## config.mk

```make
export PLATFORM = sky130hd
export DESIGN_NAME = bounded_integer_set_table_unit
export DESIGN_NICKNAME = d
export VERILOG_FILES = /design/src/hdl/bist_pkg.sv /design/src/hdl/bist_front.sv /design/src/hdl/bist_queue.sv /design/src/hdl/bist_back.sv /design/src/hdl/bounded_integer_set_table_unit.sv
export SDC_FILE = /design/constraint.sdc
export NUM_CORES = 1
export LEC_CHECK = 0
export BUFFER_PORTS_ARGS = -buffer_cell sky130_fd_sc_hd__clkbuf_2
export CAP_MARGIN = 20
export CORE_MARGIN = 10
export CORE_UTILIZATION = 47
export DETAILED_ROUTE_END_ITERATION = 12
export GPL_ROUTABILITY_DRIVEN = 1
export HOLD_SLACK_MARGIN = 0.02
export PLACE_DENSITY_LB_ADDON = 0.15
export SLEW_MARGIN = 20
export SYNTH_ARGS = -nofsm -noshare
export SYNTH_HDL_FRONTEND = slang
export SYNTH_SLANG_ARGS = --single-unit
```

## constraint.sdc

```tcl
create_clock -name clk -period 7.5 [get_ports clk]
set_clock_uncertainty 0.15 [all_clocks]
set_input_delay 1.5 -clock clk [delete_from_list [all_inputs] [get_ports clk]]
set_output_delay 1.5 -clock clk [all_outputs]
set_load 0.05 [all_outputs]
```

## src/hdl/bist_pkg.sv

```systemverilog
// ----------------------------------------------------------------------------
// bist_pkg
// Shared types and constants for the bounded integer set table unit.
// ----------------------------------------------------------------------------
package bist_pkg;

    localparam int DATA_W    = 32;
    localparam int COUNT_W   = 5;
    localparam int ACT_W     = 2;
    localparam int DEPTH_DEF = 16;

    localparam logic [COUNT_W-1:0] CAP_RESET = 5'd16;

    localparam logic [ACT_W-1:0] ACT_INSERT = 2'd0;
    localparam logic [ACT_W-1:0] ACT_REMOVE = 2'd1;
    localparam logic [ACT_W-1:0] ACT_QUERY  = 2'd2;

    typedef enum logic [1:0] {
        OP_INSERT,
        OP_REMOVE,
        OP_QUERY,
        OP_NONE
    } op_t;

    typedef struct packed {
        op_t                op;
        logic [DATA_W-1:0]  value;
    } req_t;

    typedef struct packed {
        logic empty;
        logic full;
    } q_status_t;

endpackage

```

## src/hdl/bist_front.sv

```systemverilog
// ----------------------------------------------------------------------------
// bist_front
// Request intake: accepts a request, decodes the action and pushes it.
// ----------------------------------------------------------------------------
module bist_front
(
    input  logic                            clk,
    input  logic                            rst_n,
    input  logic                            start,
    input  logic [bist_pkg::ACT_W-1:0]      action,
    input  logic [bist_pkg::DATA_W-1:0]     value,
    input  logic                            pop,
    input  bist_pkg::q_status_t             q_status,
    output logic                            busy,
    output logic                            push,
    output bist_pkg::req_t                  push_req
);

    logic        busy_reg;
    logic        busy_next;
    bist_pkg::op_t op;

    always_comb
    begin
        case (action)
            bist_pkg::ACT_INSERT: op = bist_pkg::OP_INSERT;
            bist_pkg::ACT_REMOVE: op = bist_pkg::OP_REMOVE;
            bist_pkg::ACT_QUERY:  op = bist_pkg::OP_QUERY;
            default:              op = bist_pkg::OP_NONE;
        endcase
    end

    // one request in flight until the back end picks it up
    assign push           = start && !busy_reg && !q_status.full;
    assign push_req.op    = op;
    assign push_req.value = value;

    always_comb
    begin
        busy_next = busy_reg;
        if (push)
        begin
            busy_next = 1'b1;
        end
        else if (pop)
        begin
            busy_next = 1'b0;
        end
    end

    always_ff @(posedge clk or negedge rst_n)
    begin
        if (!rst_n)
        begin
            busy_reg <= 1'b0;
        end
        else
        begin
            busy_reg <= busy_next;
        end
    end

    assign busy = busy_reg || q_status.full;

endmodule

```

## src/hdl/bist_queue.sv

```systemverilog
// ----------------------------------------------------------------------------
// bist_queue
// Two-entry request queue between front and back end.
// ----------------------------------------------------------------------------
module bist_queue
(
    input  logic                    clk,
    input  logic                    rst_n,
    input  logic                    push,
    input  bist_pkg::req_t          push_req,
    input  logic                    pop,
    output bist_pkg::req_t          head_req,
    output bist_pkg::q_status_t     q_status
);

    bist_pkg::req_t slot_reg [2];
    logic           wr_ptr_reg;
    logic           wr_ptr_next;
    logic           rd_ptr_reg;
    logic           rd_ptr_next;
    logic [1:0]     fill_reg;
    logic [1:0]     fill_next;
    logic           do_push;
    logic           do_pop;

    assign do_push = push && (fill_reg != 2'd2);
    assign do_pop  = pop && (fill_reg != 2'd0);

    always_comb
    begin
        wr_ptr_next = wr_ptr_reg ^ do_push;
        rd_ptr_next = rd_ptr_reg ^ do_pop;
        fill_next   = fill_reg + 2'(do_push) - 2'(do_pop);
    end

    always_ff @(posedge clk or negedge rst_n)
    begin
        if (!rst_n)
        begin
            wr_ptr_reg <= 1'b0;
            rd_ptr_reg <= 1'b0;
            fill_reg   <= 2'd0;
        end
        else
        begin
            wr_ptr_reg <= wr_ptr_next;
            rd_ptr_reg <= rd_ptr_next;
            fill_reg   <= fill_next;
        end
    end

    always_ff @(posedge clk)
    begin
        if (do_push)
        begin
            slot_reg[wr_ptr_reg] <= push_req;
        end
    end

    assign head_req       = slot_reg[rd_ptr_reg];
    assign q_status.empty = (fill_reg == 2'd0);
    assign q_status.full  = (fill_reg == 2'd2);

endmodule

```

## src/hdl/bist_back.sv

```systemverilog
// ----------------------------------------------------------------------------
// bist_back
// Execution: parallel compare against the table, then insert/remove/query.
// ----------------------------------------------------------------------------
module bist_back
#(
    parameter int DEPTH = bist_pkg::DEPTH_DEF
)
(
    input  logic                                clk,
    input  logic                                rst_n,
    input  bist_pkg::req_t                      head_req,
    input  bist_pkg::q_status_t                 q_status,
    output logic                                pop,
    input  logic                                cfg_we,
    input  logic [bist_pkg::COUNT_W-1:0]        cfg_data,
    output logic                                done,
    output logic                                success,
    output logic [bist_pkg::COUNT_W-1:0]        item_count
);

    // the 5-bit count never reaches past 31 entries
    localparam int SLOTS = (DEPTH < 31) ? DEPTH : 31;
    localparam int IDX_W = (SLOTS > 1) ? $clog2(SLOTS) : 1;
    localparam logic [bist_pkg::COUNT_W-1:0] CAP_MAX = bist_pkg::COUNT_W'(SLOTS);

    logic [bist_pkg::DATA_W-1:0]    entry_reg [SLOTS];
    logic [bist_pkg::COUNT_W-1:0]   count_reg;
    logic [bist_pkg::COUNT_W-1:0]   count_next;
    logic [bist_pkg::COUNT_W-1:0]   cap_reg;

    logic                           s1_valid_reg;
    bist_pkg::op_t                  s1_op_reg;
    logic [bist_pkg::DATA_W-1:0]    s1_value_reg;
    logic                           s1_found_reg;
    logic [IDX_W-1:0]               s1_pos_reg;

    logic                           done_reg;
    logic                           success_reg;

    logic [SLOTS-1:0]               match;
    logic [IDX_W-1:0]               pos;
    logic [bist_pkg::COUNT_W-1:0]   eff_cap;
    logic                           insert_ok;
    logic                           remove_ok;
    logic                           query_ok;

    assign pop = !q_status.empty;

    // stage 1: compare head request against valid entries
    always_comb
    begin
        pos = '0;
        for (int j = 0; j < SLOTS; j++)
        begin
            match[j] = (entry_reg[j] == head_req.value) &&
                       (bist_pkg::COUNT_W'(j) < count_reg);
            if (match[j])
            begin
                pos = pos | IDX_W'(j);
            end
        end
    end

    always_ff @(posedge clk or negedge rst_n)
    begin
        if (!rst_n)
        begin
            s1_valid_reg <= 1'b0;
        end
        else
        begin
            s1_valid_reg <= pop;
        end
    end

    always_ff @(posedge clk)
    begin
        if (pop)
        begin
            s1_op_reg    <= head_req.op;
            s1_value_reg <= head_req.value;
            s1_found_reg <= |match;
            s1_pos_reg   <= pos;
        end
    end

    // stage 2: apply
    always_comb
    begin
        eff_cap   = (cap_reg < CAP_MAX) ? cap_reg : CAP_MAX;
        insert_ok = s1_valid_reg && (s1_op_reg == bist_pkg::OP_INSERT) &&
                    !s1_found_reg && (count_reg < eff_cap);
        remove_ok = s1_valid_reg && (s1_op_reg == bist_pkg::OP_REMOVE) && s1_found_reg;
        query_ok  = s1_valid_reg && (s1_op_reg == bist_pkg::OP_QUERY) && s1_found_reg;
        count_next = count_reg;
        if (insert_ok)
        begin
            count_next = count_reg + 1'b1;
        end
        else if (remove_ok)
        begin
            count_next = count_reg - 1'b1;
        end
    end

    always_ff @(posedge clk or negedge rst_n)
    begin
        if (!rst_n)
        begin
            count_reg   <= '0;
            cap_reg     <= bist_pkg::CAP_RESET;
            done_reg    <= 1'b0;
            success_reg <= 1'b0;
        end
        else
        begin
            count_reg   <= count_next;
            done_reg    <= s1_valid_reg;
            success_reg <= insert_ok || remove_ok || query_ok;
            if (cfg_we)
            begin
                cap_reg <= cfg_data;
            end
        end
    end

    // table: append at the count, close the gap on remove
    for (genvar j = 0; j < SLOTS; j++)
    begin : g_slot
        if (j < SLOTS - 1)
        begin : g_shift
            always_ff @(posedge clk)
            begin
                if (insert_ok && (count_reg == bist_pkg::COUNT_W'(j)))
                begin
                    entry_reg[j] <= s1_value_reg;
                end
                else if (remove_ok && (s1_pos_reg <= IDX_W'(j)))
                begin
                    entry_reg[j] <= entry_reg[j+1];
                end
            end
        end
        else
        begin : g_last
            always_ff @(posedge clk)
            begin
                if (insert_ok && (count_reg == bist_pkg::COUNT_W'(j)))
                begin
                    entry_reg[j] <= s1_value_reg;
                end
            end
        end
    end

    assign done       = done_reg;
    assign success    = success_reg;
    assign item_count = count_reg;

endmodule

```

## src/hdl/bounded_integer_set_table_unit.sv

```systemverilog
// ----------------------------------------------------------------------------
// bounded_integer_set_table_unit
// Bounded set of distinct 32-bit values with insert, remove and query.
// ----------------------------------------------------------------------------
//  channel   | handshake                    | payload
//  ----------+------------------------------+-----------------------------
//  request   | start, busy (start & !busy)  | action, value
//  result    | done (one-cycle strobe)      | success, item_count
//  config    | cfg_we                       | cfg_data (capacity limit)
//
//  A request is accepted only while busy is low: busy holds for one cycle
//  until the back end takes the request from the queue.
//  The result strobe follows acceptance through the queue and compare,
//  the update and the result register.
//  Reset clears the count and sets the capacity limit to 16; no clearing pass.
//  The result cannot be held off: done is high for exactly one cycle.
// ----------------------------------------------------------------------------
module bounded_integer_set_table_unit
#(
    parameter int DEPTH = bist_pkg::DEPTH_DEF
)
(
    input  logic                                clk,
    input  logic                                rst_n,
    input  logic                                start,
    output logic                                busy,
    input  logic [bist_pkg::ACT_W-1:0]          action,
    input  logic signed [bist_pkg::DATA_W-1:0]  value,
    output logic                                done,
    output logic                                success,
    output logic [bist_pkg::COUNT_W-1:0]        item_count,
    input  logic                                cfg_we,
    input  logic [bist_pkg::COUNT_W-1:0]        cfg_data
);

    logic                   push;
    logic                   pop;
    bist_pkg::req_t         push_req;
    bist_pkg::req_t         head_req;
    bist_pkg::q_status_t    q_status;

    bist_front u_front
    (
        .clk      (clk),
        .rst_n    (rst_n),
        .start    (start),
        .action   (action),
        .value    (value),
        .pop      (pop),
        .q_status (q_status),
        .busy     (busy),
        .push     (push),
        .push_req (push_req)
    );

    bist_queue u_queue
    (
        .clk      (clk),
        .rst_n    (rst_n),
        .push     (push),
        .push_req (push_req),
        .pop      (pop),
        .head_req (head_req),
        .q_status (q_status)
    );

    bist_back #(
        .DEPTH (DEPTH)
    ) u_back
    (
        .clk        (clk),
        .rst_n      (rst_n),
        .head_req   (head_req),
        .q_status   (q_status),
        .pop        (pop),
        .cfg_we     (cfg_we),
        .cfg_data   (cfg_data),
        .done       (done),
        .success    (success),
        .item_count (item_count)
    );

endmodule

```

### Word-level counts from Yosys, hierarchy flattened

Memory sizes are Yosys's and may differ from the RTL's.
Cells that the tools add are included.

* bits in registers: 57
* bits in writable memories: 580
* input port bits: 43
* output and inout bits: 8
* logic and storage cells: 300
* memories kept: 2

Memory list
* u_back.entry_reg: depth 16, width 32, read ports 16, clocked after memory_dff 0, write ports 15, RTL line bist_back.sv:27 `logic [bist_pkg::DATA_W-1:0] entry_reg [SLOTS];`
* u_queue.slot_reg: depth 2, width 34, read ports 1, clocked after memory_dff 0, write ports 1, RTL line bist_queue.sv:16 `bist_pkg::req_t slot_reg [2];`

* add/subtract/negate cells: 4
* order comparisons: 33
* eq/ne operators: 38
* mux-type cells: 114
* bitwise operators: 17
* reductions and logical operators: 76

Operators by type and width (count)
* 32-bit equality test: 16
* 32-bit 2-to-1 mux: 16
* 1-bit 2-to-1 mux: 85
* 1-bit logical AND: 58
* 5-bit by 4-bit equality test with 1-bit output (second input constant): 8
* 4-bit by 5-bit < comparator with 1-bit output (first input constant): 8
* 32-bit OR reduction: 1
* 4-bit less-or-equal comparator (second input constant): 7
* 5-bit by 3-bit equality test with 1-bit output (second input constant): 4
* 3-bit by 5-bit < comparator with 1-bit output (first input constant): 4
* 4-bit by 3-bit less-or-equal comparator with 1-bit output (second input constant): 4
* 16-bit OR reduction: 1
* 5-bit 2-to-1 mux: 3
* 1-bit bitwise OR: 15
* 3-bit 2-to-1 mux: 4
* 5-bit by 2-bit equality test with 1-bit output (second input constant): 2
* 1-bit by 5-bit < comparator with 1-bit output (first input constant): 2
* 2-bit by 5-bit < comparator with 1-bit output (first input constant): 2
* 4-bit by 1-bit less-or-equal comparator with 1-bit output (second input constant): 2
* 4-bit by 2-bit less-or-equal comparator with 1-bit output (second input constant): 2
* 2-bit 2-to-1 mux: 4
* 8-bit OR reduction: 1
* 2-bit equality test (second input constant): 3
* 2-bit zero test: 3
* 18 further kinds: 27

### Depth between registers and ports, before layout

An unclocked memory read counts as a cell.

* depth after elaboration: 14
* mapped depth: 10
* depth with buffers taken out: 9

### Cells and area by module

Synthesis repeated with hierarchy kept, for this count alone.

* cells, all modules: 2390
* area, all modules: 32994.1 um^2

By module, submodules not included
* bist_back: instances 1, cells each 2225, area each 29867.4 um^2, sequential area each 16872.4 um^2
* bist_queue: instances 1, cells each 126, area each 2824.0 um^2, sequential area each 2142.1 um^2
* bist_front: instances 1, cells each 39, area each 302.8 um^2, sequential area each 25.0 um^2

### Worst setup path after synthesis

OpenSTA, ideal clock, no wires.

* path type: register -> register
* start point: reg u_back.count_reg, in the netlist u_back.item_count[0]
* end point: mem u_back.entry_reg[1][224] (netlist name), enable pin
* library setup time: 0.502 ns
* arrival time: 5.154 ns
* data required time: 6.848 ns
* path slack: 1.694 ns
* cell stages (with the launch flop): 8
* path buffers: 1
* clock period less this slack: 5.806 ns
* cells stage by stage: dfrtp_1 clkbuf_1 or3b_2 a21o_1 a21o_1 a21oi_1 o211ai_1 nor4_1

RTL lines
* start, declared: RTL line bist_back.sv:28 `logic [bist_pkg::COUNT_W-1:0] count_reg;`
* start signal, assigned: RTL line bist_back.sv:118 `count_reg <= count_next;`
* end, declared: RTL line bist_back.sv:27

### Final worst setup path

* start point: reg u_queue.rd_ptr_reg
* end point: reg u_back.s1_found_reg, data pin

* cells in the longest elaborated chain, start to end: 4
* elaborated cells between the ends (all ways): 34
* those cells by class: eq/ne: 16; reduce/logical: 17; memory: 1

RTL lines
* start, declared: RTL line bist_queue.sv:19 `logic rd_ptr_reg;`
* start signal, assigned: RTL line bist_queue.sv:47 `rd_ptr_reg <= rd_ptr_next;`
* memory read 2 x 34 bit *
* 32-bit equality test: RTL line bist_back.sv:56 `match[j] = (entry_reg[j] == head_req.value) &&`
* 1-bit logical AND: RTL line bist_back.sv:56
* 16-bit OR reduction *: RTL line bist_back.sv:83 `s1_found_reg <= |match;`
* end signal, assigned: RTL line bist_back.sv:83
* end, declared: RTL line bist_back.sv:35 `logic s1_found_reg;`

Every way passes the cells marked *; elsewhere a longest branch is shown, timed or not.
A chain may end at the register's enable or synchronous reset.

==> summary.txt <==
status -> completed
worst reg2reg setup slack -> 2.99 ns
hold_sp -> u_back.s1_valid_reg
initial antenna violation count -> 0
Slew @ Worst Pin -> 1.10 ns
NetSw -> 4.17 mW
worst-skew pair later-pin latency -> 0.63 ns
period utilization -> 0.601
Crit Path Max Fanout -> 27
Port Buffers -> 50
CTS tree -> built
height of the die -> 283 µm
root buffer cell -> clkbuf_16
vias in the first global route -> 19200
post-synthesis register bit count -> 637
worst vdd ir -> 0.298 mV
Hold Crit Endpoint -> u_back.done
Clock Power Share -> 0.287
worst r2r src -> u_queue.rd_ptr_reg
Core Region -> 0.0686 mm²
HPWL Detailed -> 67400 µm
Synth Flop Type -> edfxtp_1
via density per instance -> 5.61
kind of end point of the critical path -> flip-flop
hold depth -> 0
# nets final -> 2266
Total GRT Usage -> 0.224
Antenna Cells -> 0
via count -> 18000
die outline area -> 0.0800 mm²
number of synthesized flops with an enable pin -> 619
R2R Path End -> u_back.s1_found_reg
drt total wl -> 88600 µm
Peak Freq -> 222 MHz
Synth top area share -> 0.572
Synth Instances -> 2154
WS Path Type -> reg -> reg
Overflow after GRT -> 0
drt drc -> 0
YS warnings -> 0
pin count of the biggest net entering global routing -> 41
Rows -> 96
placer congestion estimate -> 0.929
PD cells -> 333 mW/mm²
final setup vio count -> 0
Max Cap Violations -> 0
average wire per standard cell -> 27.7 µm
Seq/Total Area, Yosys -> 0.586
shortest period the worst path allows -> 4.51 ns
Initial Utilization -> 0.474
cell area after synthesis -> 0.0325 mm²
Final Max Tran Viols -> 0
layout cells sized above 1 -> 0.334
Max clock buf depth -> 3
max reg flops -> 512
total negative slack -> 0 ns
Hold Fails Final Rpt -> 0
Die Width -> 283 µm
CTS clk-pin slew, worst paths -> 0.06 ns
Syn Nets -> 2208
Hold-fix buffers, CTS -> 0
Area Overhead vs Synth -> 11.4%
Worst slew margin -> 0.254
Syn Area/Cell -> 15.1 µm²
DR pass1 iterations -> 5
# resized after CTS -> 0
Internal -> 7.90 mW
Setup WS pre-CTS -> 3.08 ns
sequential power share -> 0.402
total CTS buffers -> 72
H-tree levels -> 3
HP Class -> reg -> reg
Routed Antenna Nets -> 0
arrival time worst endpoint -> 4.85 ns
area post-placement -> 0.0339 mm²
share of synthesized flip-flops with an asynchronous set or reset -> 0.0283
hold_ws -> 0.257 ns
Crit path required time -> 7.84 ns
FF-to-FF path depth -> 9
leading cell types by total area after synthesis -> edfxtp_1, mux2_2, xnor2_1, mux2i_4, nor4_1
DR iter-0 viols -> 1314
postcts setup bufs -> 0
fin area -> 0.0362 mm²
first-pass GRT wire length -> 130000 µm
Synth cell types -> 47
switching part of the total -> 0.345
PnR worst setup slack -> 2.99 ns
Logic pwr share -> 0.312
Worst Setup Start Kind -> flip-flop
TritonCTS Sinks -> 637
P_leak -> 11.4 nW
total chip power -> 12.1 mW
RSZ-0062 raised after global routing -> false
IO Count -> 51
area leader, netlist -> edfxtp_1
==> synthesized netlist by cell type, types with 5 or more instances <==
master      n
edfxtp_1  619
mux2_2    483
xnor2_1   449
nor4_1    114
clkbuf_1   73
xor2_1     69
inv_1      45
nand4_1    34
mux2i_4    32
nand2_1    24
buf_2      22
nand3_1    22
nor3_1     22
buf_4      19
dfrtp_1    17
a21oi_1    14
nor2_1     14
ha_1       11
o21ai_0    11
buf_6       9
o31ai_1     5
or3_1       5
==> power by group through the flow <==
stage | Sequential (mW) | Clock (mW) | Combinational (mW)
4_1_cts | 4.84 | 3.52 | 3.78
5_1_grt | 4.88 | 3.65 | 3.96
6_report | 4.85 | 3.46 | 3.76
2_1_floorplan | 4.64 | 0 | 2.67
3_3_place_gp | 4.90 | 0 | 3.75
3_5_place_dp | 4.91 | 0 | 3.76
==> cell families (layout without fill, tap and decap cells) <==
kind of cell / count (synthesis) / count (layout) / share of synthesized area
multiplexers: 519 / 519 / 0.191
AND/OR/NAND/NOR: 247 / 247 / 0.0436
XOR/XNOR: 518 / 518 / 0.140
buffers and inverters: 172 / 289 / 0.0258
adder cells (fa/ha/maj): 11 / 11 / 0.00424
flip-flops: 637 / 637 / 0.586
AO/OA/AOI/OAI: 50 / 50 / 0.00955
==> layout by cell type, fill, tap and decap left out, drive strengths merged, types with 2 or more instances in the layout <==
cell | synthesis | routed
nand3 | 22 | 22
mux2 | 486 | 486
nor2 | 14 | 14
nand2b | 2 | 2
a31oi | 3 | 3
a21oi | 14 | 14
clkinvlp | 0 | 2
clkinv | 0 | 25
ha | 11 | 11
edfxtp | 619 | 619
dfrtp | 17 | 17
nand2 | 24 | 24
mux2i | 33 | 33
or2 | 2 | 2
bufinv | 0 | 5
xnor2 | 449 | 449
a21o | 3 | 3
or3 | 5 | 5
or3b | 2 | 2
nor3 | 24 | 24
nor4 | 115 | 115
o21ai | 13 | 13
clkbuf | 73 | 148
buf | 54 | 61
a31o | 3 | 3
o21bai | 3 | 3
inv | 45 | 48
xor2 | 69 | 69
nand4 | 34 | 34
o31ai | 5 | 5
==> how the worst max path moves through the flow <==
stage / startpoint / end / slack, ns / cells after the start
floorplan: u_back.item_count[0] / u_back.entry_reg[1][224] / 1.69 / 7
global placement: u_queue.rd_ptr_reg / u_back.s1_found_reg / 3.09 / 9
detailed placement: u_queue.rd_ptr_reg / u_back.s1_found_reg / 3.08 / 9
CTS: u_queue.rd_ptr_reg / u_back.s1_found_reg / 3.07 / 9
global route: u_queue.rd_ptr_reg / u_back.s1_found_reg / 2.82 / 8
finish: u_queue.rd_ptr_reg / u_back.s1_found_reg / 2.99 / 9
==> metrics by stage <==
stage               instances  utilization
floorplan                2154            -
global placement         3069        0.494
detailed placement       3069        0.494
CTS                      3202        0.528
global route             3202        0.528
finish                   3202        0.528
==> per-layer routing <==
| metal | GRT usage | wire [µm] | up-vias |
|---|---|---|---|
| met1 | 0.256 | 34200 | 9151 |
| met2 | 0.398 | 45500 | 516 |
| li1 | - | - | 8109 |
| met3 | 0.0263 | 3000 | 199 |
| met5 | 0 | 0 | - |
| met4 | 0.137 | 5840 | 0 |
==> area by class of cell <==
class	instances	area, µm²
fill	5653	32400
sequential	637	19000
multi-input combinational	1345	12800
clock buffer	98	1900
tap	931	1160
timing repair buffer	111	708
clock inverter	35	385
inverter	45	169
==> worst max-delay path: stages (launching register included) <==
cell	delay (ns)
dfrtp_4	0.99
buf_4	0.46
mux2i_4	0.27
buf_4	0.38
xnor2_1	0.20
nor4_1	0.57
nand4_1	0.19
nor3_1	0.73
a2111oi_1	0.17
nand4_1	0.15
Power figures use the tool's default switching activity.
